**config.mk**
```make
export PLATFORM = sky130hd
export DESIGN_NAME = frame_timer_calendar_clock_core_flat
export DESIGN_NICKNAME = d
export VERILOG_FILES = /design/src/design/ftcc_pkg.sv /design/src/design/ftcc_if.sv /design/src/design/ftcc_counters.sv /design/src/design/ftcc_calendar.sv /design/src/design/frame_timer_calendar_clock_core.sv /design/src/flat_wrapper.sv
export SDC_FILE = /design/constraint.sdc
export NUM_CORES = 1
export LEC_CHECK = 0
export ABC_AREA = 1
export BUFFER_PORTS_ARGS = -buffer_cell sky130_fd_sc_hd__buf_2
export CELL_PAD_IN_SITES_DETAIL_PLACEMENT = 0
export CELL_PAD_IN_SITES_GLOBAL_PLACEMENT = 1
export CORE_MARGIN = 3
export CORE_UTILIZATION = 50
export DETAILED_ROUTE_END_ITERATION = 8
export HOLD_SLACK_MARGIN = 0.12
export PLACE_DENSITY_LB_ADDON = 0.1
export SYNTH_ARGS = -nofsm -noshare
export SYNTH_HDL_FRONTEND = slang
export SYNTH_SLANG_ARGS = --single-unit
```
**constraint.sdc**
```tcl
create_clock -name clk -period 12.55 [get_ports clk]
set_clock_uncertainty 0.2 [all_clocks]
set_input_delay 1.255 -clock clk [delete_from_list [all_inputs] [get_ports clk]]
set_output_delay 1.255 -clock clk [all_outputs]
set_load 0.05 [all_outputs]
```
**src/design/ftcc_pkg.sv**
```systemverilog
// Package for the frame timer calendar clock: codes, widths, reset values and helpers.
package ftcc_pkg;

	localparam int unsigned OP_W        = 3;
	localparam int unsigned PORT_W      = 3;
	localparam int unsigned DATA_W      = 32;
	localparam int unsigned YEAR_W      = 16;
	localparam int unsigned DAY_W       = 9;
	localparam int unsigned SEC_W       = 17;
	localparam int unsigned CFG_IDX_W   = 2;
	localparam int unsigned CFG_DATA_W  = 17;
	localparam int unsigned FRAME_MOD_W = 6;

	// Operation codes
	localparam logic [OP_W-1:0] OP_READ  = 3'd0;
	localparam logic [OP_W-1:0] OP_WRITE = 3'd1;
	localparam logic [OP_W-1:0] OP_TICK  = 3'd2;
	localparam logic [OP_W-1:0] OP_FRAME = 3'd3;
	localparam logic [OP_W-1:0] OP_CLEAR = 3'd4;

	// Read ports
	localparam logic [PORT_W-1:0] PORT_DATE   = 3'd0;
	localparam logic [PORT_W-1:0] PORT_TIME   = 3'd1;
	localparam logic [PORT_W-1:0] PORT_FRAMES = 3'd2;
	localparam logic [PORT_W-1:0] PORT_CYCLES = 3'd3;

	// Configuration register indexes
	localparam logic [CFG_IDX_W-1:0] REG_START_YEAR    = 2'd0;
	localparam logic [CFG_IDX_W-1:0] REG_START_DAY     = 2'd1;
	localparam logic [CFG_IDX_W-1:0] REG_START_SECONDS = 2'd2;

	localparam logic [YEAR_W-1:0] RESET_YEAR    = 16'd2024;
	localparam logic [DAY_W-1:0]  RESET_DAY     = 9'd0;
	localparam logic [SEC_W-1:0]  RESET_SECONDS = 17'd0;

	localparam logic [FRAME_MOD_W-1:0] FRAMES_PER_SECOND_M1 = 6'd59;
	localparam logic [SEC_W:0]         SECONDS_PER_DAY      = 18'd86400;
	localparam logic [DAY_W:0]         DAYS_LEAP_YEAR       = 10'd366;
	localparam logic [DAY_W:0]         DAYS_COMMON_YEAR     = 10'd365;

	// y divisible by 25 iff y * inverse(25) mod 2^16 <= floor(0xFFFF / 25)
	localparam logic [YEAR_W-1:0] INV25_MOD_2_16 = 16'd23593;
	localparam logic [YEAR_W-1:0] DIV25_LIMIT    = 16'd2621;

	typedef struct packed {
		logic tick;
		logic frame;
		logic clear;
	} ctl_t;

	typedef struct packed {
		logic                  we;
		logic [CFG_IDX_W-1:0]  index;
		logic [CFG_DATA_W-1:0] data;
	} cfg_wr_t;

	// Gregorian: divisible by 4 and not by 100, or by 400.
	// With 4 | y: 100 | y iff 25 | y, and 400 | y iff 16 | y and 25 | y.
	function automatic logic is_leap(input logic [YEAR_W-1:0] y);
		logic [YEAR_W-1:0] prod;
		logic              div25;
		prod  = y * INV25_MOD_2_16;
		div25 = (prod <= DIV25_LIMIT);
		return (y[1:0] == 2'b00) && (!div25 || (y[3:0] == 4'b0000));
	endfunction

endpackage

```
**src/design/ftcc_if.sv**
```systemverilog
// Channel interfaces: request, response and configuration write.
interface ftcc_req_if;
	logic                        valid;
	logic                        ready;
	logic [ftcc_pkg::OP_W-1:0]   op;
	logic [ftcc_pkg::PORT_W-1:0] port;

	modport source (output valid, output op, output port, input ready);
	modport sink   (input valid, input op, input port, output ready);
endinterface

interface ftcc_rsp_if;
	logic                        valid;
	logic                        ready;
	logic [ftcc_pkg::DATA_W-1:0] read_data;
	logic                        ok;

	modport source (output valid, output read_data, output ok, input ready);
	modport sink   (input valid, input read_data, input ok, output ready);
endinterface

interface ftcc_cfg_if;
	logic                            valid;
	logic                            ready;
	logic [ftcc_pkg::CFG_IDX_W-1:0]  index;
	logic [ftcc_pkg::CFG_DATA_W-1:0] data;

	modport source (output valid, output index, output data, input ready);
	modport sink   (input valid, input index, input data, output ready);
endinterface

```
**src/design/ftcc_counters.sv**
```systemverilog
// Cycle and frame counters with a frame-within-second counter for the seconds step.
module ftcc_counters (
	input  logic                        clk,
	input  logic                        arst_n,
	input  ftcc_pkg::ctl_t              ctl,
	output logic [ftcc_pkg::DATA_W-1:0] cycle_count,
	output logic [ftcc_pkg::DATA_W-1:0] frame_count,
	output logic                        sec_step
);

	logic [ftcc_pkg::DATA_W-1:0]      cycle_q;
	logic [ftcc_pkg::DATA_W-1:0]      frame_q;
	logic [ftcc_pkg::FRAME_MOD_W-1:0] frame_mod_q;
	logic [ftcc_pkg::FRAME_MOD_W-1:0] frame_mod_next;

	// Tracks frame_count mod 60; the 32-bit wrap lands on zero, which is a multiple.
	always_comb begin
		if (frame_q == {ftcc_pkg::DATA_W{1'b1}}) begin
			frame_mod_next = '0;
		end else if (frame_mod_q == ftcc_pkg::FRAMES_PER_SECOND_M1) begin
			frame_mod_next = '0;
		end else begin
			frame_mod_next = frame_mod_q + 1'b1;
		end
	end

	assign sec_step = ctl.frame && (frame_mod_next == '0);

	always_ff @(posedge clk or negedge arst_n) begin
		if (!arst_n) begin
			cycle_q     <= '0;
			frame_q     <= '0;
			frame_mod_q <= '0;
		end else if (ctl.clear) begin
			cycle_q     <= '0;
			frame_q     <= '0;
			frame_mod_q <= '0;
		end else if (ctl.frame) begin
			cycle_q     <= '0;
			frame_q     <= frame_q + 1'b1;
			frame_mod_q <= frame_mod_next;
		end else if (ctl.tick) begin
			cycle_q <= cycle_q + 1'b1;
		end
	end

	assign cycle_count = cycle_q;
	assign frame_count = frame_q;

endmodule

```
**src/design/ftcc_calendar.sv**
```systemverilog
// Seconds of day, day of year and year, with configuration load.
module ftcc_calendar (
	input  logic                        clk,
	input  logic                        arst_n,
	input  logic                        frame,
	input  logic                        sec_step,
	input  ftcc_pkg::cfg_wr_t           cfg_wr,
	output logic [ftcc_pkg::SEC_W-1:0]  seconds_of_day,
	output logic [ftcc_pkg::YEAR_W-1:0] year_value,
	output logic [ftcc_pkg::DAY_W-1:0]  day_of_year
);

	logic [ftcc_pkg::SEC_W-1:0]  sec_q;
	logic [ftcc_pkg::YEAR_W-1:0] year_q;
	logic [ftcc_pkg::DAY_W-1:0]  day_q;

	logic [ftcc_pkg::SEC_W:0]    sec_sum;
	logic [ftcc_pkg::DAY_W:0]    day_inc;
	logic [ftcc_pkg::DAY_W:0]    year_len;
	logic                        day_wrap;
	logic                        year_wrap;

	// Seconds may be loaded above a day's length; the sum needs one extra bit.
	assign sec_sum   = {1'b0, sec_q} + {{ftcc_pkg::SEC_W{1'b0}}, sec_step};
	assign day_wrap  = (sec_sum >= ftcc_pkg::SECONDS_PER_DAY);
	assign day_inc   = {1'b0, day_q} + 1'b1;
	assign year_len  = ftcc_pkg::is_leap(year_q) ? ftcc_pkg::DAYS_LEAP_YEAR
	                                             : ftcc_pkg::DAYS_COMMON_YEAR;
	assign year_wrap = (day_inc >= year_len);

	always_ff @(posedge clk or negedge arst_n) begin
		if (!arst_n) begin
			sec_q  <= ftcc_pkg::RESET_SECONDS;
			year_q <= ftcc_pkg::RESET_YEAR;
			day_q  <= ftcc_pkg::RESET_DAY;
		end else if (cfg_wr.we) begin
			case (cfg_wr.index)
				ftcc_pkg::REG_START_YEAR: begin
					year_q <= cfg_wr.data[ftcc_pkg::YEAR_W-1:0];
				end
				ftcc_pkg::REG_START_DAY: begin
					day_q <= cfg_wr.data[ftcc_pkg::DAY_W-1:0];
				end
				ftcc_pkg::REG_START_SECONDS: begin
					sec_q <= cfg_wr.data[ftcc_pkg::SEC_W-1:0];
				end
				default: begin
				end
			endcase
		end else if (frame) begin
			if (day_wrap) begin
				sec_q <= '0;
				if (year_wrap) begin
					year_q <= year_q + 1'b1;
					day_q  <= '0;
				end else begin
					day_q <= day_inc[ftcc_pkg::DAY_W-1:0];
				end
			end else begin
				sec_q <= sec_sum[ftcc_pkg::SEC_W-1:0];
			end
		end
	end

	assign seconds_of_day = sec_q;
	assign year_value     = year_q;
	assign day_of_year    = day_q;

endmodule

```
**src/design/frame_timer_calendar_clock_core.sv**
```systemverilog
// Top level of the frame timer calendar clock: input stage, state update, response register.
//
// Channel  Role    Payload                    Transfer when
// req      sink    op[2:0], port[2:0]         req.valid && req.ready
// rsp      source  read_data[31:0], ok        rsp.valid && rsp.ready
// cfg      sink    index[1:0], data[16:0]     cfg.valid && cfg.ready
//
// One request per clock unless a stalled response holds the input stage. A request is
// registered, then when it fires it updates the counters and calendar and, for reads and
// writes, loads the response register that drives the response. cfg is always ready and
// loads the calendar state directly. Reset brings the date to year 2024, day 0, second 0.
// A stalled response holds the stage behind it only when that stage holds a read or write.
module frame_timer_calendar_clock_core (
	input logic       clk,
	input logic       arst_n,
	ftcc_req_if.sink  req,
	ftcc_rsp_if.source rsp,
	ftcc_cfg_if.sink  cfg
);

	logic                        valid_s1;
	logic [ftcc_pkg::OP_W-1:0]   op_s1;
	logic [ftcc_pkg::PORT_W-1:0] port_s1;

	logic                        rsp_valid_q;
	logic [ftcc_pkg::DATA_W-1:0] read_data_q;
	logic                        ok_q;

	logic                        has_rsp_s1;
	logic                        rsp_free;
	logic                        fire_s1;

	ftcc_pkg::ctl_t              ctl;
	ftcc_pkg::cfg_wr_t           cfg_wr;

	logic [ftcc_pkg::DATA_W-1:0] cycle_count;
	logic [ftcc_pkg::DATA_W-1:0] frame_count;
	logic                        sec_step;
	logic [ftcc_pkg::SEC_W-1:0]  seconds_of_day;
	logic [ftcc_pkg::YEAR_W-1:0] year_value;
	logic [ftcc_pkg::DAY_W-1:0]  day_of_year;

	logic [ftcc_pkg::DATA_W-1:0] rd_data;
	logic                        rd_ok;

	assign has_rsp_s1 = (op_s1 == ftcc_pkg::OP_READ) || (op_s1 == ftcc_pkg::OP_WRITE);
	assign rsp_free   = !rsp_valid_q || rsp.ready;
	assign fire_s1    = valid_s1 && (!has_rsp_s1 || rsp_free);
	assign req.ready  = !valid_s1 || fire_s1;
	assign cfg.ready  = 1'b1;

	always_ff @(posedge clk or negedge arst_n) begin
		if (!arst_n) begin
			valid_s1 <= 1'b0;
		end else if (req.ready) begin
			valid_s1 <= req.valid;
		end
	end

	always_ff @(posedge clk) begin
		if (req.ready && req.valid) begin
			op_s1   <= req.op;
			port_s1 <= req.port;
		end
	end

	always_comb begin
		ctl.tick  = fire_s1 && (op_s1 == ftcc_pkg::OP_TICK);
		ctl.frame = fire_s1 && (op_s1 == ftcc_pkg::OP_FRAME);
		ctl.clear = fire_s1 && (op_s1 == ftcc_pkg::OP_CLEAR);
	end

	always_comb begin
		cfg_wr.we    = cfg.valid;
		cfg_wr.index = cfg.index;
		cfg_wr.data  = cfg.data;
	end

	ftcc_counters u_counters (
		.clk         (clk),
		.arst_n      (arst_n),
		.ctl         (ctl),
		.cycle_count (cycle_count),
		.frame_count (frame_count),
		.sec_step    (sec_step)
	);

	ftcc_calendar u_calendar (
		.clk            (clk),
		.arst_n         (arst_n),
		.frame          (ctl.frame),
		.sec_step       (sec_step),
		.cfg_wr         (cfg_wr),
		.seconds_of_day (seconds_of_day),
		.year_value     (year_value),
		.day_of_year    (day_of_year)
	);

	// Writes and invalid ports are refused with zero data.
	always_comb begin
		rd_data = '0;
		rd_ok   = 1'b0;
		if (op_s1 == ftcc_pkg::OP_READ) begin
			rd_ok = 1'b1;
			case (port_s1)
				ftcc_pkg::PORT_DATE: begin
					rd_data = {year_value, {(ftcc_pkg::DATA_W - ftcc_pkg::YEAR_W
					          - ftcc_pkg::DAY_W){1'b0}}, day_of_year};
				end
				ftcc_pkg::PORT_TIME: begin
					rd_data = {{(ftcc_pkg::DATA_W - ftcc_pkg::SEC_W){1'b0}}, seconds_of_day};
				end
				ftcc_pkg::PORT_FRAMES: begin
					rd_data = frame_count;
				end
				ftcc_pkg::PORT_CYCLES: begin
					rd_data = cycle_count;
				end
				default: begin
					rd_ok = 1'b0;
				end
			endcase
		end
	end

	always_ff @(posedge clk or negedge arst_n) begin
		if (!arst_n) begin
			rsp_valid_q <= 1'b0;
		end else if (fire_s1 && has_rsp_s1) begin
			rsp_valid_q <= 1'b1;
		end else if (rsp.ready) begin
			rsp_valid_q <= 1'b0;
		end
	end

	always_ff @(posedge clk) begin
		if (fire_s1 && has_rsp_s1) begin
			read_data_q <= rd_data;
			ok_q        <= rd_ok;
		end
	end

	assign rsp.valid     = rsp_valid_q;
	assign rsp.read_data = read_data_q;
	assign rsp.ok        = ok_q;

endmodule
```
**src/flat_wrapper.sv**
```systemverilog
// flat-port wrapper written by rule: the top's interface ports become plain ports
module frame_timer_calendar_clock_core_flat 
  (clk, arst_n, req_valid, req_op, req_port, req_ready, rsp_valid, rsp_read_data, rsp_ok, rsp_ready, cfg_valid, cfg_index, cfg_data, cfg_ready);
  ftcc_req_if req_i ();
  ftcc_rsp_if rsp_i ();
  ftcc_cfg_if cfg_i ();
  input logic clk;
  input logic arst_n;
  input wire logic [$bits(req_i.valid)-1:0] req_valid;
  input wire logic [$bits(req_i.op)-1:0] req_op;
  input wire logic [$bits(req_i.port)-1:0] req_port;
  output wire logic [$bits(req_i.ready)-1:0] req_ready;
  output wire logic [$bits(rsp_i.valid)-1:0] rsp_valid;
  output wire logic [$bits(rsp_i.read_data)-1:0] rsp_read_data;
  output wire logic [$bits(rsp_i.ok)-1:0] rsp_ok;
  input wire logic [$bits(rsp_i.ready)-1:0] rsp_ready;
  input wire logic [$bits(cfg_i.valid)-1:0] cfg_valid;
  input wire logic [$bits(cfg_i.index)-1:0] cfg_index;
  input wire logic [$bits(cfg_i.data)-1:0] cfg_data;
  output wire logic [$bits(cfg_i.ready)-1:0] cfg_ready;
  assign req_i.valid = req_valid;
  assign req_i.op = req_op;
  assign req_i.port = req_port;
  assign req_ready = req_i.ready;
  assign rsp_valid = rsp_i.valid;
  assign rsp_read_data = rsp_i.read_data;
  assign rsp_ok = rsp_i.ok;
  assign rsp_i.ready = rsp_ready;
  assign cfg_i.valid = cfg_valid;
  assign cfg_i.index = cfg_index;
  assign cfg_i.data = cfg_data;
  assign cfg_ready = cfg_i.ready;
  frame_timer_calendar_clock_core u_core (.clk(clk), .arst_n(arst_n), .req(req_i), .rsp(rsp_i), .cfg(cfg_i));
endmodule
```
Yosys cells after proc, flatten, opt, wreduce, memory -nomap -nowiden
Index checks and enable logic that the tools add are counted.
Storage, ports and cells
  register bits after elaboration: 153
  bits in latches: 0
  bits in writable memories: 0
  bits in read-only memories: 0
  input bits: 30
  output and inout port bits: 36
  word-level logic and storage cells: 97
  memories: 0
Cells by class
  add/subtract/negate cells: 6
  multiply operators: 1
  div/mod/pow operators: 0
  order comparisons: 3
  eq/ne operators: 14
  shift operators: 0
  multiplexer cells: 28
  bitwise operators: 0
  reduce and logical (&&, ||, !) cells: 33
Operator list (count)
  $mux W32: 5
  $pmux W32 S4: 1
  $mux W16: 5
  $mux W17: 4
  $add A32 B1 Y32 const B: 2
  $mux W9: 5
  $eq A32 B32 Y1 const B: 1
  $mux W6: 4
  $add A17 B1 Y18: 1
  $ge A18 B17 Y1 const B: 1
  $add A16 B1 Y16 const B: 1
  $le A16 B12 Y1 const B: 1
  $mul A16 B15 Y16 const B: 1
  $eq A3 B2 Y1 const B: 4
  $add A9 B1 Y10 const B: 1
  $ge A10 B9 Y1: 1
  $reduce_bool A2 Y1: 5
  $logic_and A1 B1 Y1: 8
  $add A6 B1 Y6 const B: 1
  $eq A3 B1 Y1 const B: 2
  $eq A6 B6 Y1 const B: 1
  $logic_not A3 Y1: 2
  $logic_not A6 Y1: 1
  $ne A2 B1 Y1 const B: 3
  other kinds (14): 24

Depth between registers and ports, before layout
  depth in word-level cells: 12
  mapped depth: 38
  mapped depth without buffers: 37

By module
Synthesis repeated with hierarchy kept, for this count alone.
Unflattened totals
  cells, all modules: 1626
  area, all modules: 11752.5 um^2
Modules (own cells, without submodules)
  ftcc_calendar: times used 1, cells an instance 693, area each 4997.3 um^2, seq. area each 1059.8 um^2
  ftcc_counters: times used 1, cells an instance 609, area each 4113.9 um^2, seq. area each 1751.7 um^2
  frame_timer_calendar_clock_core: times used 1, cells an instance 324, area each 2641.3 um^2, seq. area each 1221.2 um^2

Worst setup path after synthesis
OpenSTA, ideal clock, no wires.
  path kind: reg-to-reg
  from: reg u_core.u_calendar.year_q, in the netlist u_core.u_calendar.year_value[3]
  to: reg u_core.u_calendar.year_q, in the netlist u_core.u_calendar.year_value[11]
  library setup time: 0.117 ns
  data arrival time: 5.415 ns
  setup slack: 6.818 ns
  stages on the path, launching flop included: 34
  buffers on the path: 1
  clock period less this slack: 5.732 ns
  path through: dfstp_2 inv_1 ha_1 ha_1 inv_1 fa_1 fa_1 inv_1 fa_1 ha_1 ha_1 a21oi_1 o211ai_1 o21ai_0 nor2_1 nand3_1 nand2_1 ha_1 inv_1 nand2_1 nand2_1 nand2_1 nand2_1 o21ai_0 nand3_1 nand2_1 nand2_2 nand2_1 nand2_1 nand2_2 nand3_4 buf_6 nand2_1 nand2_1
On the way
  cells in the longest elaborated chain, start to end: 9
  elaborated cells on any way between the ends: 15
  those cells by class: add/sub: 1; mul: 1; order compare: 2; mux: 5; reduce/logical: 6
Ends and longest elaborated chain
  start: declaration: RTL line ftcc_calendar.sv:14  | logic [ftcc_pkg::YEAR_W-1:0] year_q;
  start signal: assignment: RTL line ftcc_calendar.sv:34  | year_q <= ftcc_pkg::RESET_YEAR;
  start signal: assignment: RTL line ftcc_calendar.sv:39  | year_q <= cfg_wr.data[ftcc_pkg::YEAR_W-1:0];
  start signal: assignment: RTL line ftcc_calendar.sv:54  | year_q <= year_q + 1'b1;
  $mul A16 B15 Y16: RTL line ftcc_pkg.sv:62  | prod = y * INV25_MOD_2_16;
  $le A16 B12 Y1: RTL line ftcc_pkg.sv:63  | div25 = (prod <= DIV25_LIMIT);
  $logic_not A1 Y1: RTL line ftcc_pkg.sv:64  | return (y[1:0] == 2'b00) && (!div25 || (y[3:0] == 4'b0000));
  $logic_or A1 B1 Y1: RTL line ftcc_pkg.sv:64
  $logic_and A1 B1 Y1: RTL line ftcc_pkg.sv:64
  $mux W2: RTL line ftcc_calendar.sv:27  | assign year_len = ftcc_pkg::is_leap(year_q) ? ftcc_pkg::DAYS_LEAP_YEAR
  $ge A10 B9 Y1: RTL line ftcc_calendar.sv:29  | assign year_wrap = (day_inc >= year_len);
  $reduce_bool A2 Y1 (no line)
  $reduce_and A4 Y1 (no line)
Several ways; a longest one is shown, not always the timed one. The select of a mux whose other input is x is not followed.
A chain may end at the register's enable or synchronous reset.

Worst setup path after layout
  from: reg u_core.u_calendar.year_q, in the netlist u_core.u_calendar.year_value[3]
  to: reg u_core.u_calendar.year_q, in the netlist u_core.u_calendar.year_value[14]
Same word-level chain as after synthesis.

==> flow_summary.ini <==
[timing]
tightestPinTransition_ns = 1.00
clock.fmax_mhz = 155
finalHoldViolCount = 0
fin_crit_sh_pct = 51.4
layout_setup_ws_ns = 6.10
layout_min_cycle_time_ns = 6.45
rsz0062_at_grt = no
setup_viol = 0
slew_viol_final = 0
max_slew_margin_pct = 33.1
tns_ns = 0

[clocking]
cts-root-buf = clkbuf_16
clk_path_buf_depth = 2
insertion_delay_ns = 0.44
cts_hold_buf = 0
clock-sinks = 153
cts_resized = 0
post_cts_buffers = 0
cts_tree = done
numCtsBuffers = 17
clk_pin_slew_ns = 0.07
h-tree-depth = 4

[global_route]
grtUsageMet1_pct = 38.3
use_met3_pct = 3.01
grt_first_pass_wirelength_um = 50400
antenna_found_initial = 0
grt_busiest_layer = met2
grt.total_usage_pct = 26.9
grt_use_met2_pct = 43.2
grt_pass1_vias = 9309
grt_max_degree = 77
gr-total-overflow = 0

[yosys]
synth_top_area_share_pct = 24.9
ys_warn_count = 0
async_flop_share_pct = 74.5
yosysTopAreaCell = dfrtp_1
ys_seq_area_share_pct = 37.5
synth_edf_count = 39
synth_area_leaders = dfrtp_1, edfxtp_1, nand2_1, ha_1, inv_1
ys.flop_type = dfrtp_1
yosys.cell_types.count = 52
syn_avg_cell_area_um2 = 7.79
syn-instance-count = 1381
synth-seq-cells = 153
synth_nets = 1500
synth_area_um2 = 10800

[setup_path]
slowest_delay_ns = 0.62
path_common_cell = nand2_1
worstSetupPathType = register to register
cp-end-kind = register
start_kind = register
crit_arrival_ns = 6.57
crit_path_max_fanout = 17
cp_slowest_cell = dfstp_2
crit_required_ns = 12.67

[routing]
ant_nets = 0
first_pass_iters = 6
routed_wl_um = 31100
drt-initial-drc-count = 790
num_vias = 9723
drcViolationCount = 0
vias_per_cell = 5.66
avgRoutedWirePerCell_um = 18.1

[floorplanning]
rows = 53
die_h_um = 153
initial_core_util_pct = 51.0
fp.dieW_um = 153
ios = 66
dieArea_um2 = 23300
core_um2 = 21100

[power_and_ir_drop]
total_power_w = 0.00279
powerDensity_nw_per_um2 = 235
leakagePower_nw = 5.55
vdd_drop_max_v = 0.000234

[placement]
place_congestion = 0.919
preCtsSetupSlack_ns = 6.14
dp_hpwl_um = 23400
portBuffers = 64

[layout]
nNetsFinal = 1549
areaGrowthSynthToFinish_pct = 10.6
n_fill_cell = 2012
antenna_cells = 0
drive_gt1_share_pct = 9.56

[run_status]
status = finished, final reports clean

[job]
maxCapViolations = 0

[min_path]
hp-class = register to register
==> cell type report <==
class / count / area, um^2 / share of cell area, %
Clock buffer: 18 / 429 / 3.61
Clock inverter: 14 / 161 / 1.36
Inverter: 197 / 739 / 6.22
Multi-Input combinational cell: 989 / 5800 / 48.8
Sequential cell: 153 / 4030 / 33.9
Tap cell: 275 / 344 / 2.89
Timing Repair Buffer: 72 / 383 / 3.22
==> critical path: cells and delay by family, from the launching register on <==
| kind | cells | cell delay, ns |
|---|---|---|
| DFF | 1 | 0.62 |
| adders and majority gates | 8 | 3.01 |
| buffers and inverters | 4 | 0.24 |
| AOI/OAI and AO/OA | 4 | 0.59 |
| and+or+nand+nor | 16 | 1.65 |
==> Yosys cell counts, types with 3 or more instances <==
library cell  number
a21oi_1           83
a221oi_1          20
a31oi_1            5
buf_1              4
buf_4              5
clkbuf_1          30
clkinv_1           6
dfrtp_1          107
dfstp_2            7
edfxtp_1          39
fa_1              18
ha_1              71
inv_1            191
nand2_1          278
nand2_2            7
nand3_1           62
nand3b_1           4
nand4_1           73
nor2_1           140
nor2_2             4
nor2_4             4
nor3_1            50
nor4_1             7
o211ai_1           4
o21a_1             4
o21ai_0           63
o21ai_1            3
o221ai_1           9
o22ai_1           17
xnor2_1           15
xor2_1            21
==> cells by family after synthesis <==
family	count (synthesis)	synth area share, %
AO/OA/AOI/OAI	218	11.9
AND/OR/NAND/NOR	644	27.2
buffers and inverters	239	8.61
flip-flops	153	37.5
adder cells (fa/ha/maj)	89	11.6
XOR/XNOR	37	3.08
other	1	0.0349
==> flip-flops by register name, indices dropped and copies added, names as in the netlist <==
| register | flops |
|---|---|
| u_core.u_calendar.seconds_of_day | 17 |
| u_core.u_calendar.day_of_year | 9 |
| u_core.u_counters.cycle_count | 32 |
| u_core.valid_s1 | 1 |
| u_core.u_counters.frame_count | 32 |
| u_core.rsp.ok | 1 |
| u_core.port_s1 | 3 |
| u_core.rsp.valid | 1 |
| u_core.op_s1 | 3 |
| u_core.rsp.read_data | 32 |
| u_core.u_calendar.year_value | 16 |
| u_core.u_counters.frame_mod_q | 6 |
==> metrics by stage <==
stage               util, %  instances  area (um^2)  hold slack [ns]
floorplan                 -       1381        10800            0.255
global placement       53.6       1686        11300            0.271
detailed placement     53.6       1686        11300            0.274
CTS                    56.4       1718        11900            0.283
global route           56.4       1718        11900            0.303
finish                 56.4       1718        11900            0.280
==> placed cells by master (no fill, tap or decap), types with 4 or more instances in the layout <==
cell type  instances
o221ai_1           9
nand4_1           73
a221oi_1          20
nor3_1            49
nor2_4             4
nor2_2             4
nor4_1             7
dfrtp_1          107
clkbuf_16         17
nor2_1           140
xor2_1            21
nand3b_1           4
nand2_1          278
xnor2_1           15
buf_2             63
a21oi_1           83
nand2_2            7
a31oi_1            5
ha_1              71
o211ai_1           4
dfstp_2            7
clkinv_1           6
o21a_1             4
buf_4              9
inv_6              6
inv_1            191
o22ai_1           17
o21ai_0           63
nand3_1           62
edfxtp_1          39
fa_1              18
==> worst paths after layout <==
path / cells past startpoint / start / end / slack, ns
max in group asynchronous: 2 / arst_n / u_core.u_counters.frame_count[22] / 10.15
max: 32 / u_core.u_calendar.year_value[3] / u_core.u_calendar.year_value[14] / 6.10
min: 1 / u_core.u_counters.frame_count[18] / u_core.u_counters.frame_count[18] / 0.28
min in group asynchronous: 1 / arst_n / u_core.u_calendar.year_value[1] / 0.60
min reg2reg: 1 / u_core.u_counters.frame_count[18] / u_core.u_counters.frame_count[18] / 0.28
max reg2reg: 32 / u_core.u_calendar.year_value[3] / u_core.u_calendar.year_value[14] / 6.10
==> report_power, final <==
| part | total (W) | leakage, nW | internal, W | switching [W] |
|---|---|---|---|---|
| Combinational | 0.00158 | 3.39 | 0.000677 | 0.000900 |
| Sequential | 0.000683 | 1.87 | 0.000574 | 0.000109 |
| Clock | 0.000531 | 0.285 | 0.000298 | 0.000232 |
| Total | 0.00279 | 5.55 | 0.00155 | 0.00124 |
==> layer usage <==
metal,wire (um),up-vias
met5,0,-
met4,709,0
met3,1460,44
met2,14500,289
met1,14400,4624
li1,-,4766
Note: power is estimated with default switching activity, not from simulation.
